[src/rtl/htbd_pkg.sv]
// ----------------------------------------------------------------------------
// htbd_pkg: shared types and constants of the Huffman tree bit decoder
// Field widths, result kinds, opcodes and the controller/datapath buses.
// ----------------------------------------------------------------------------
package htbd_pkg;

   // Defaults of the top-level parameters
   localparam int MaxNodesDefault   = 512;
   localparam int MaxCodeLenDefault = 16;

   // Fixed field widths of the request and response transactions
   localparam int SymBits     = 8;
   localparam int CodeBits    = 16;
   localparam int LenBits     = 5;
   localparam int CodeIdxBits = 5;
   localparam int CodeExtBits = 32;

   // Opcodes of a request
   localparam logic OpInsert = 1'b0;
   localparam logic OpDecode = 1'b1;

   // Result kinds
   typedef enum logic [1:0] {
      KIND_SYMBOL  = 2'd0,
      KIND_MISSING = 2'd1,
      KIND_FULL    = 2'd2
   } kind_type;

   // Commands from the controller to the datapath
   typedef struct packed {
      logic     load;       // latch the accepted request
      logic     rd_walk;    // read the insert walk node
      logic     ins_step;   // follow or create a child on one code bit
      logic     ins_leaf;   // write the leaf entry
      logic     rd_cur;     // read the current decode node
      logic     dec_step;   // follow a child on the coded bit
      logic     dec_chk;    // settle on the child just read
      logic     emit;       // load the result register
      kind_type emit_kind;
   } cmd_type;

   // Status from the datapath to the controller
   typedef struct packed {
      logic len_zero;
      logic last_bit;
      logic ins_has_child;
      logic table_full;
      logic cache_valid;
      logic dec_has_child;
      logic child_internal;
      logic child_has_sym;
   } status_type;

endpackage

[src/rtl/htbd_ctrl.sv]
// ----------------------------------------------------------------------------
// htbd_ctrl: sequencer of the Huffman tree bit decoder
// Steps inserts bit by bit, steps decodes one node, owns the response valid.
// ----------------------------------------------------------------------------
module htbd_ctrl (
   input  logic                 clock,
   input  logic                 reset,
   input  logic                 req_valid,
   output logic                 req_ready,
   input  logic                 req_opcode,
   output logic                 rsp_valid,
   input  logic                 rsp_ready,
   output htbd_pkg::cmd_type    cmd,
   input  htbd_pkg::status_type status
);
   import htbd_pkg::*;

   typedef enum logic [2:0] {
      ST_IDLE,
      ST_INS_RD,
      ST_INS_WALK,
      ST_INS_LEAF,
      ST_DEC_RD,
      ST_DEC_STEP,
      ST_DEC_CHK
   } state_type;

   state_type state_ff, state_in;
   logic      rsp_valid_ff, rsp_valid_in;
   logic      slot_free;

   // Result register can take a new transaction when empty or being drained
   assign slot_free = !rsp_valid_ff || rsp_ready;

   // Next state and commands
   always_comb begin
      state_in  = state_ff;
      cmd       = '0;
      cmd.emit_kind = KIND_SYMBOL;
      req_ready = 1'b0;
      case (state_ff)
         ST_IDLE: begin
            req_ready = 1'b1;
            if (req_valid) begin
               cmd.load = 1'b1;
               if (req_opcode == OpInsert) begin
                  state_in = ST_INS_RD;
               end else if (status.cache_valid) begin
                  state_in = ST_DEC_STEP;
               end else begin
                  state_in = ST_DEC_RD;
               end
            end
         end
         ST_INS_RD: begin
            if (status.len_zero) begin
               state_in = ST_IDLE;
            end else begin
               cmd.rd_walk = 1'b1;
               state_in    = ST_INS_WALK;
            end
         end
         ST_INS_WALK: begin
            if (!status.ins_has_child && status.table_full) begin
               // Table full: report and drop the rest of the code
               if (slot_free) begin
                  cmd.ins_step  = 1'b1;
                  cmd.emit      = 1'b1;
                  cmd.emit_kind = KIND_FULL;
                  state_in      = ST_IDLE;
               end
            end else begin
               cmd.ins_step = 1'b1;
               state_in     = status.last_bit ? ST_INS_LEAF : ST_INS_RD;
            end
         end
         ST_INS_LEAF: begin
            cmd.ins_leaf = 1'b1;
            state_in     = ST_IDLE;
         end
         ST_DEC_RD: begin
            cmd.rd_cur = 1'b1;
            state_in   = ST_DEC_STEP;
         end
         ST_DEC_STEP: begin
            if (!status.dec_has_child) begin
               if (slot_free) begin
                  cmd.dec_step  = 1'b1;
                  cmd.emit      = 1'b1;
                  cmd.emit_kind = KIND_MISSING;
                  state_in      = ST_IDLE;
               end
            end else begin
               cmd.dec_step = 1'b1;
               state_in     = ST_DEC_CHK;
            end
         end
         ST_DEC_CHK: begin
            if (status.child_internal) begin
               cmd.dec_chk = 1'b1;
               state_in    = ST_IDLE;
            end else if (slot_free) begin
               cmd.dec_chk   = 1'b1;
               cmd.emit      = 1'b1;
               cmd.emit_kind = status.child_has_sym ? KIND_SYMBOL : KIND_MISSING;
               state_in      = ST_IDLE;
            end
         end
         default: begin
            state_in = ST_IDLE;
         end
      endcase
   end

   // Hold a result until taken, load a new one on emit
   always_comb begin
      if (cmd.emit) begin
         rsp_valid_in = 1'b1;
      end else if (rsp_ready) begin
         rsp_valid_in = 1'b0;
      end else begin
         rsp_valid_in = rsp_valid_ff;
      end
   end

   always_ff @(posedge clock) begin
      if (reset) begin
         state_ff     <= ST_IDLE;
         rsp_valid_ff <= 1'b0;
      end else begin
         state_ff     <= state_in;
         rsp_valid_ff <= rsp_valid_in;
      end
   end

   assign rsp_valid = rsp_valid_ff;

endmodule

[config.mk]
export PLATFORM = sky130hd
export DESIGN_NAME = htbd_ctrl
export DESIGN_NICKNAME = d
export VERILOG_FILES = /design/src/rtl/htbd_pkg.sv /design/src/rtl/htbd_ctrl.sv
export SDC_FILE = /design/constraint.sdc
export NUM_CORES = 1
export LEC_CHECK = 0
export BUFFER_PORTS_ARGS = -buffer_cell sky130_fd_sc_hd__buf_4
export CORE_AREA = 5 5 42 44
export DETAILED_ROUTE_END_ITERATION = 8
export DIE_AREA = 0 0 47 49
export GPL_TIMING_DRIVEN = 0
export PLACE_DENSITY = 0.63
export SYNTH_ARGS = -nofsm -noshare
export SYNTH_HDL_FRONTEND = slang
export SYNTH_SLANG_ARGS = --single-unit
[constraint.sdc]
create_clock -name clock -period 1.8 [get_ports clock]
set_input_delay 0.09 -clock clock [delete_from_list [all_inputs] [get_ports clock]]
set_output_delay 0.09 -clock clock [all_outputs]
set_load 0.01 [all_outputs]
==> metrics, run 1 <==
share of the synthesized area in the top cell type=20.5%; Detailed Route Iter0 Violations=15; clk sinks=4; post-synthesis sequential area ratio=20.5%; Worst-Margin Slew=around 460 ps; Placeable Area=roughly 1400 sq um; Die Area=2300 sq um; setup violators final=0; Initial Util=between 20 and 30%; Cells after Synth=53; Slew HR=69.1%; # diodes=0; CTS Root Cell=clkbuf_4; Peak VDD IR=~0.35 mV; Post-Route WL=1170 um; CP Capture Type=primary output; worst-skew pair later-pin latency=around 240 ps; GPL Wtd Cong=0.719; first drt pass iteration count=4; Synth-to-Final Area Change=57.1%; clk buf depth=2; MaxCap Viol Count=0; Syn Area/Cell=7.37 sq um; postcts setup bufs=0; Die Ht=49 um; synthesized flop and latch total=4; Crit Path Max Fanout=10; global-route wire length before repair=1710 um; Post-Syn Nets=66; top-count cell post-synth=nor2_1; max-slew violations=0; Global Route Usage Sum=around 9.7%; Lkg Pwr=0.294 nW; Yosys warning total=0; status=completed; main flop type after synthesis=dfxtp_1; synth top area cells=dfxtp_1 21%, nand2b_1 8.0%, nor2_1 6.7%; clk_skew=around 1.1 ps; Pwr Total=366 uW; Peak Freq=603 MHz; Startpoint Class=flop; CTS clk-pin slew, worst paths=40 ps; worst endpoint required time=1710 ps; per-cell routed wire length=12.2 um; final-report hold violation count=0; largest net degree at the start of global routing=11; H-tree levels=1; cts hold-fix bufs=0; vias per cell=around 5.0; fin crit period=1660 ps; gr ovfl total=0; unrepaired setup endpoints after global routing=no; sum of negative setup slack=0 ps; # rows=14; ys async rst share=0%; Synth cell types=30; fillers=156; CTS tree=built; die span in x=47 um; Final #Nets=95; crit path DAT=about 1600 ps; CTS resizes=0; ANT nets after route=0; synth cell count leaders=7 x nor2_1, 5 x nand2b_1, 4 x dfxtp_1, 4 x nor3_1; via count=483; cell taking the most area after synthesis=dfxtp_1; DRC=0; share of cells above drive strength 1=42.5%; Reg2Reg Depth=4; worst min path class=primary input to flop; initial antenna violation count=0; pwr dens=597 nW/um^2; Hold Crit Depth=2; dpl hpwl=947 um; I/O Buffers=24; CTS buffer count=3; num ports=25; critical path class=flop to primary output; number of global-route vias before repair=438; Post-Synthesis Cell Area=390 sq um; Post-synth EDFFs=0; final worst path period share=92.1%
sequential cells by signal, indices dropped and copies added (netlist names):
signal,flops
rsp_valid,1
state_ff,3
final cells by class:
class                      count  area, sq um  share of cell area, %
buffer                         4         31.3                   5.10
clock buffer                   3         22.5                   3.67
inverter                       1         3.75                  0.612
multi-input combinational     44          275                   44.9
sequential                     4         80.1                   13.1
tap                           16         20.0                   3.27
timing repair buffer          24          180                   29.4
report_power, final:
part / total (mW) / internal [mW] / switching [mW]
clock network: 0.113 / 0.0747 / 0.0383
registers: 0.103 / 0.0967 / 0.00669
logic: 0.149 / 0.0769 / 0.0725
per-stage QoR:
step                hold WS [ps]  std cells  setup WS (ps)  util, %  cell area (sq um)
finish                      15.2         96            142     43.8                613
global route                15.6         96           35.5     43.8                613
CTS                         9.81         96            128     43.8                613
detailed placement           263         93            392     42.1                591
global placement             261         93            395     42.1                591
floorplan                    159         53            555        -                390
cells by family (layout without fill, tap and decap cells):
kind of cell	count (synthesis)	in the layout	synth area share, %
flops	4	4	20.5
simple gates	28	28	39.8
compound gates	16	16	30.8
buf+inv	5	32	8.97
routing by layer:
| layer | routed length [um] | global-route usage [%] | vias up |
|---|---|---|---|
| met2 | 546 | 16.1 | 17 |
| met4 | 0 | 1.38 | 0 |
| met1 | 506 | 11.8 | 217 |
| li1 | - | - | 249 |
| met3 | 115 | 3.69 | 0 |
| met5 | 0 | 0 | - |
cell usage in the layout, fill, tap and decap left out, types with 2 or more instances in the layout:
cell      instances
buf_4            26
nor2_1            7
nand2b_1          5
nor3_1            4
dfxtp_1           4
nor2b_1           3
a21oi_1           3
clkbuf_4          3
nand2_1           2
a211oi_1          2
critical path: stages (launching register included):
cell	delay, ps
dfxtp_1	420
buf_2	250
nor2_2	80
a22oi_1	240
nor2_1	70
buf_4	140
buf_4	130
worst paths after layout:
path                            start                        to  slack (ps)
max          state_ff[2]$_SDFFE_PP0P_                    cmd[2]         140
min                             reset    rsp_valid$_SDFFE_PP0P_          20
max reg2reg  state_ff[0]$_SDFFE_PP0P_  state_ff[0]$_SDFFE_PP0P_         550
min reg2reg    rsp_valid$_SDFFE_PP0P_    rsp_valid$_SDFFE_PP0P_         660
No activity file was read; power rests on OpenSTA's default activity.
==> inputs of run 2 (changes only) <==
==> constraint.sdc (replaced) <==
create_clock -name clock -period 1.8 [get_ports clock]
set_input_delay 0.45 -clock clock [delete_from_list [all_inputs] [get_ports clock]]
set_output_delay 0.45 -clock clock [all_outputs]
set_load 0.01 [all_outputs]
==> run 2 against run 1 <==
  * The flow now finishes with violations (negative setup slack)
  * Sequential share of layout area shrank 2.0 points
  * Critical path depth shrank 2
  * Clock skew grew 3.2 ps
  * Non-clock buffer count grew 10
  * Final area grew 23%
==> metrics, run 2 (same netlist as run 1, synthesis figures left out) <==
delay-heaviest family, CP=simple AND/OR/NAND/NOR gates (was buffers and inverters); CTS Root Cell=clkbuf_4 (unchanged); max reg flops=3 (unchanged); gr ovfl total=0 (unchanged); via count=539 (was 483); I/O Buffers=24 (unchanged); vias per cell=5.08 (was 5.03); initial antenna violation count=0 (unchanged); Seq pwr share=25.6% (was 28.3%); clock share of power=28.3% (was 30.9%); worst min path class=primary input to flop (unchanged); ANT nets after route=0 (unchanged); MaxCap Viol Count=0 (unchanged); clk sinks=4 (unchanged); worst-skew pair later-pin latency=250 ps (was 240 ps); final non-filler cell total=106 (was 96); setup violators final=3 (was 0); unrepaired setup endpoints after global routing=yes (was no); Die Ht=49 um (unchanged); Max stage delay cell, worst path=dfxtp_2 (was dfxtp_1); final worst path period share=103% (was 92.1%); GPL Wtd Cong=0.719 (unchanged); fillers=139 (was 156); Final #Nets=105 (was 95); M1 GR Usage=13.5% (was 11.8%); clk_skew=4.29 ps (was 1.06 ps); Lkg Pwr=0.354 nW (was 0.294 nW); worst endpoint required time=1350 ps (was 1710 ps); DRC=0 (unchanged); clk buf depth=2 (unchanged); Slew HR=72.8% (was 69.1%); fin crit period=1850 ps (was 1660 ps); M2 GR Usage=20.4% (was 16.1%); Place WS=5.48 ps (was 392 ps); H-tree levels=1 (unchanged); Pwr Total=422 uW (was 366 uW); number of global-route vias before repair=522 (was 438); CP cell instances=or2b_4, o32ai_1, and3_1, buf_4 (was buf_2, nor2_2, a22oi_1, nor2_1, buf_4, buf_4); CP Capture Type=primary output (unchanged); met3 usage=5.90% (was 3.69%); status=finished with violations (was completed); critical path class=flop to primary output (unchanged); final worst slack=-48.6 ps (was 142 ps); crit path DAT=1400 ps (was 1570 ps); Placeable Area=1400 sq um (unchanged); WP buf/inv=1 (was 3); num ports=25 (unchanged); Top reg by flops=state_ff (unchanged); violated checks=negative setup slack; commonest non-fill, non-tap cell in the layout=buf_4 (unchanged); Detailed Route Iter0 Violations=5 (was 15); Switching Power=141 uW (was 118 uW); first drt pass iteration count=3 (was 4); Peak VDD IR=0.315 mV (was 0.347 mV); Sw Share=33.5% (was 32.1%); largest net degree at the start of global routing=11 (unchanged); Global Route Usage Sum=13.3% (was 9.70%); Crit Path Max Fanout=4 (was 10); global-route wire length before repair=2110 um (was 1710 um); Die Area=2300 sq um (unchanged); # rows=14 (unchanged); most frequent cells in the layout=34 x buf_4, 7 x nor2_1, 4 x buf_6, 4 x nand2b_1 (was 26 x buf_4, 7 x nor2_1, 5 x nand2b_1); Initial Util=27.9% (unchanged); Startpoint Class=flop (unchanged); Synth-to-Final Area Change=93.9% (was 57.1%); Worst-Margin Slew=408 ps (was 460 ps); dpl hpwl=947 um (unchanged); per-cell routed wire length=13.2 um (was 12.2 um); # diodes=0 (unchanged); max-slew violations=0 (unchanged); CTS buffer count=3 (unchanged); CTS clk-pin slew, worst paths=30 ps (was 40 ps); die span in x=47 um (unchanged); Internal Dissipation=280 uW (was 248 uW); combinational share of power=46.2% (was 40.9%); CTS tree=built (unchanged); pwr dens=557 nW/um^2 (was 597 nW/um^2); share of cells above drive strength 1=60.0% (was 42.5%); global route hottest layer=met2 (unchanged); Post-Route WL=1400 um (was 1170 um); final-report hold violation count=0 (unchanged); Peak Freq=541 MHz (was 603 MHz); Worst path max stage delay=330 ps (was 420 ps); Cells after DPL=93 (unchanged)
run 2: worst paths after layout:
| check | from | end | slack, ps | cells after the start |
|---|---|---|---|---|
| worst max-delay path | state_ff[1]$_SDFFE_PP0P_ | cmd[0] | -50 | 4 |
| worst min-delay path | reset | rsp_valid$_SDFFE_PP0P_ | 360 | 2 |
| worst max register to register | state_ff[1]$_SDFFE_PP0P_ | rsp_valid$_SDFFE_PP0P_ | 150 | 9 |
| worst min register to register | rsp_valid$_SDFFE_PP0P_ | rsp_valid$_SDFFE_PP0P_ | 670 | 2 |
run 2: per-layer routing:
layer	share of wire (%)	up-vias
li1	-	274
met5	0	-
met1	41	242
met3	8.2	4
met2	48	19
met4	3.3	0
run 2: repair_timing:
item	in CTS	in global routing
setup endpoints to repair	4	8
gates resized for setup	11	7
pin swaps	4	5
hold buffers	0	0
buffers inserted	10	4
run 2: power groups by stage:
stage	sequential, mW	combinational, mW	clock, mW
2_1_floorplan	0.103	0.0862	0
3_3_place_gp	0.105	0.149	0
3_5_place_dp	0.105	0.151	0
4_1_cts	0.105	0.178	0.118
5_1_grt	0.109	0.211	0.133
6_report	0.108	0.195	0.119
run 2: layout make-up:
class	count	area, sq um	share of cell area [%]
buffer	2	18.8	2.48
clock buffer	3	22.5	2.98
inverter	1	3.75	0.496
multi-input combinational	44	327	43.1
sequential	4	83.8	11.1
tap	16	20.0	2.64
timing repair buffer	36	282	37.2
run 2: through the flow:
stage	setup TNS, ps	area [sq um]	utilization [%]	hold WS (ps)
2_1_floorplan	0	390	-	519
3_3_place_gp	0	591	42.1	621
3_5_place_dp	0	591	42.1	623
4_1_cts	-367	716	51.1	369
5_1_grt	-341	757	54.0	356
6_report	-70.5	757	54.0	365
==> inputs of run 3 (changes only) <==
--- a/config.mk
+++ b/config.mk
@@ -6,9 +6,9 @@
 export NUM_CORES = 1
 export LEC_CHECK = 0
 export BUFFER_PORTS_ARGS = -buffer_cell sky130_fd_sc_hd__buf_4
-export CORE_AREA = 5 5 42 44
+export CORE_AREA = 2 2 39 41
 export DETAILED_ROUTE_END_ITERATION = 8
-export DIE_AREA = 0 0 47 49
+export DIE_AREA = 0 0 41 43
 export GPL_TIMING_DRIVEN = 0
 export PLACE_DENSITY = 0.63
 export SYNTH_ARGS = -nofsm -noshare
==> constraint.sdc (replaced) <==
create_clock -name clock -period 1.8 [get_ports clock]
set_input_delay 0.27 -clock clock [delete_from_list [all_inputs] [get_ports clock]]
set_output_delay 0.27 -clock clock [all_outputs]
set_load 0.01 [all_outputs]
==> run 3 against run 2 <==
  * The flow now finishes without violations
  * Non-clock buffer count decreased by 5
  * Sequential share of layout area up 1.0 points
  * Combinational power is 9.7% lower
  * Fmax up 7.5%
  * Sequential power decreased by 4%
  * Critical path depth increased by 1
  * Wire length down 19%
  * Sequential cell count is the same
  * First-iteration DRC count grew 20%
  * Critical path type unchanged
==> metrics, run 3 (same netlist as run 1, synthesis figures left out) <==
HP Start=reset (unchanged); initial antenna violation count=0 (unchanged); number of global-route vias before repair=435 (was 522); per-cell routed wire length=11.2 um (was 13.2 um); MaxCap Viol Count=0 (unchanged); Place WS=249 ps (was 5.48 ps); CTS Root Cell=clkbuf_4 (unchanged); status=completed (was finished with violations); dpl hpwl=862 um (was 947 um); Slew HR=72.1% (was 72.8%); Seq pwr share=26.7% (was 25.6%); CTS tree=built (unchanged); most frequent cells in the layout=32 x buf_4, 7 x nor2_1, 5 x nand2b_1 (was 34 x buf_4, 7 x nor2_1, 4 x buf_6, 4 x nand2b_1); first drt pass iteration count=4 (was 3); via count=506 (was 539); Cells after DPL=93 (unchanged); Hold EP=rsp_valid$_SDFFE_PP0P_ (unchanged); vias per cell=5.01 (was 5.08); final-report hold violation count=0 (unchanged); Switching Power=120 uW (was 141 uW); r2r setup slk=510 ps (was 150 ps); final non-filler cell total=101 (was 106); Initial Util=28.2% (was 27.9%); fillers=135 (was 139); CP Capture Type=primary output (unchanged); Reg2Reg Depth=6 (was 9); Detailed Route Iter0 Violations=6 (was 5); Final #Nets=100 (was 105); clk sinks=4 (unchanged); Pwr Total=388 uW (was 422 uW); Synth-to-Final Area Change=72.4% (was 93.9%); worst endpoint required time=1530 ps (was 1350 ps); crit path DAT=1450 ps (was 1400 ps); Sw Share=31.0% (was 33.5%); Internal Dissipation=268 uW (was 280 uW); ANT nets after route=0 (unchanged); Die Area=1760 sq um (was 2300 sq um); CTS clk-pin slew, worst paths=40 ps (was 30 ps); cts hold-fix bufs=0 (unchanged); final worst slack=80.6 ps (was -48.6 ps); hold_ws=203 ps (was 365 ps); Global Route Usage Sum=13.6% (was 13.3%); # rows=14 (unchanged); unrepaired setup endpoints after global routing=yes (unchanged); worst min path class=primary input to flop (unchanged); global-route wire length before repair=1680 um (was 2110 um); pwr dens=577 nW/um^2 (was 557 nW/um^2); reg2reg end=state_ff[1]$_SDFFE_PP0P_ (was rsp_valid$_SDFFE_PP0P_); largest net degree at the start of global routing=11 (unchanged); clk buf depth=2 (unchanged); Top reg by flops=state_ff (unchanged); Die Ht=43 um (was 49 um); final core occ=48.6% (was 54.0%); fin crit period=1720 ps (was 1850 ps); setup violators final=0 (was 3); Hold Crit Depth=2 (unchanged); final worst path period share=95.5% (was 103%); gr ovfl total=0 (unchanged); commonest non-fill, non-tap cell in the layout=buf_4 (unchanged); clock share of power=28.0% (was 28.3%); # diodes=0 (unchanged); Crit Path Max Fanout=7 (was 4); Worst-Margin Slew=415 ps (was 408 ps); worst-skew pair later-pin latency=230 ps (was 250 ps); Post-Route WL=1130 um (was 1400 um); H-tree levels=1 (unchanged); Worst R2R Start=state_ff[0]$_SDFFE_PP0P_ (was state_ff[1]$_SDFFE_PP0P_); clk_skew=1.32 ps (was 4.29 ps); max reg flops=3 (unchanged); die span in x=41 um (was 47 um); combinational share of power=45.4% (was 46.2%); Peak Freq=582 MHz (was 541 MHz); GPL Wtd Cong=0.717 (was 0.719); CTS buffer count=3 (unchanged); max-slew violations=0 (unchanged); num ports=25 (unchanged); share of cells above drive strength 1=49.4% (was 60.0%); DRC=0 (unchanged); Lkg Pwr=0.318 nW (was 0.354 nW); I/O Buffers=24 (unchanged); Placeable Area=1380 sq um (was 1400 sq um); Startpoint Class=flop (unchanged); Peak VDD IR=0.329 mV (was 0.315 mV); critical path class=flop to primary output (unchanged)
run 3: stage by stage:
step                instance area (sq um)  TNS, ps
floorplan                             390        0
global placement                      591        0
detailed placement                    591        0
CTS                                   623        0
global route                          673    -28.7
finish                                673        0
run 3: final cells by class:
| cell class | instances | area, sq um | area share [%] |
|---|---|---|---|
| multi-input combinational | 44 | 294 | 43.7 |
| timing repair buffer | 30 | 225 | 33.5 |
| sequential | 4 | 81.3 | 12.1 |
| buffer | 3 | 26.3 | 3.90 |
| clock buffer | 3 | 22.5 | 3.35 |
| tap | 16 | 20.0 | 2.97 |
| inverter | 1 | 3.75 | 0.558 |
run 3: how the worst max path moves through the flow:
| stage | to | depth (start not counted) | startpoint |
|---|---|---|---|
| final | cmd[7] | 5 | state_ff[0]$_SDFFE_PP0P_ |
| after global routing | cmd[2] | 6 | state_ff[0]$_SDFFE_PP0P_ |
| after CTS | cmd[2] | 7 | state_ff[0]$_SDFFE_PP0P_ |
| after detailed placement | cmd[2] | 6 | state_ff[2]$_SDFFE_PP0P_ |
| after global placement | cmd[2] | 7 | state_ff[0]$_SDFFE_PP0P_ |
| after floorplan | cmd[2] | 6 | state_ff[0]$_SDFFE_PP0P_ |
run 3: what timing repair did:
| action | in CTS | in global routing |
|---|---|---|
| resized for setup | 1 | 4 |
| buffers inserted | 1 | 5 |
| hold endpoints to repair | 0 | 0 |
| pin swaps | 1 | 3 |
| setup endpoints to repair | 1 | 2 |
run 3: critical path, stage by stage, from the launching register on:
cell	delay, ps
dfxtp_2	310
buf_6	120
or2b_4	280
buf_4	140
a211oi_1	210
buf_4	160
run 3: metal layers:
metal / part of all wire [%] / routed length [um] / track usage (%)
met5: 0 / 0 / 0
met4: 0 / 0 / 6.00
met3: 5.8 / 66 / 3.14
met2: 48 / 546 / 20.0
met1: 46 / 520 / 18.0
run 3: power by group through the flow:
stage,Sequential [mW],Clock [mW],Combinational (mW)
3_3_place_gp,0.104,0,0.149
4_1_cts,0.103,0.113,0.152
2_1_floorplan,0.103,0,0.0862
6_report,0.104,0.109,0.176
3_5_place_dp,0.104,0,0.149
5_1_grt,0.106,0.124,0.191
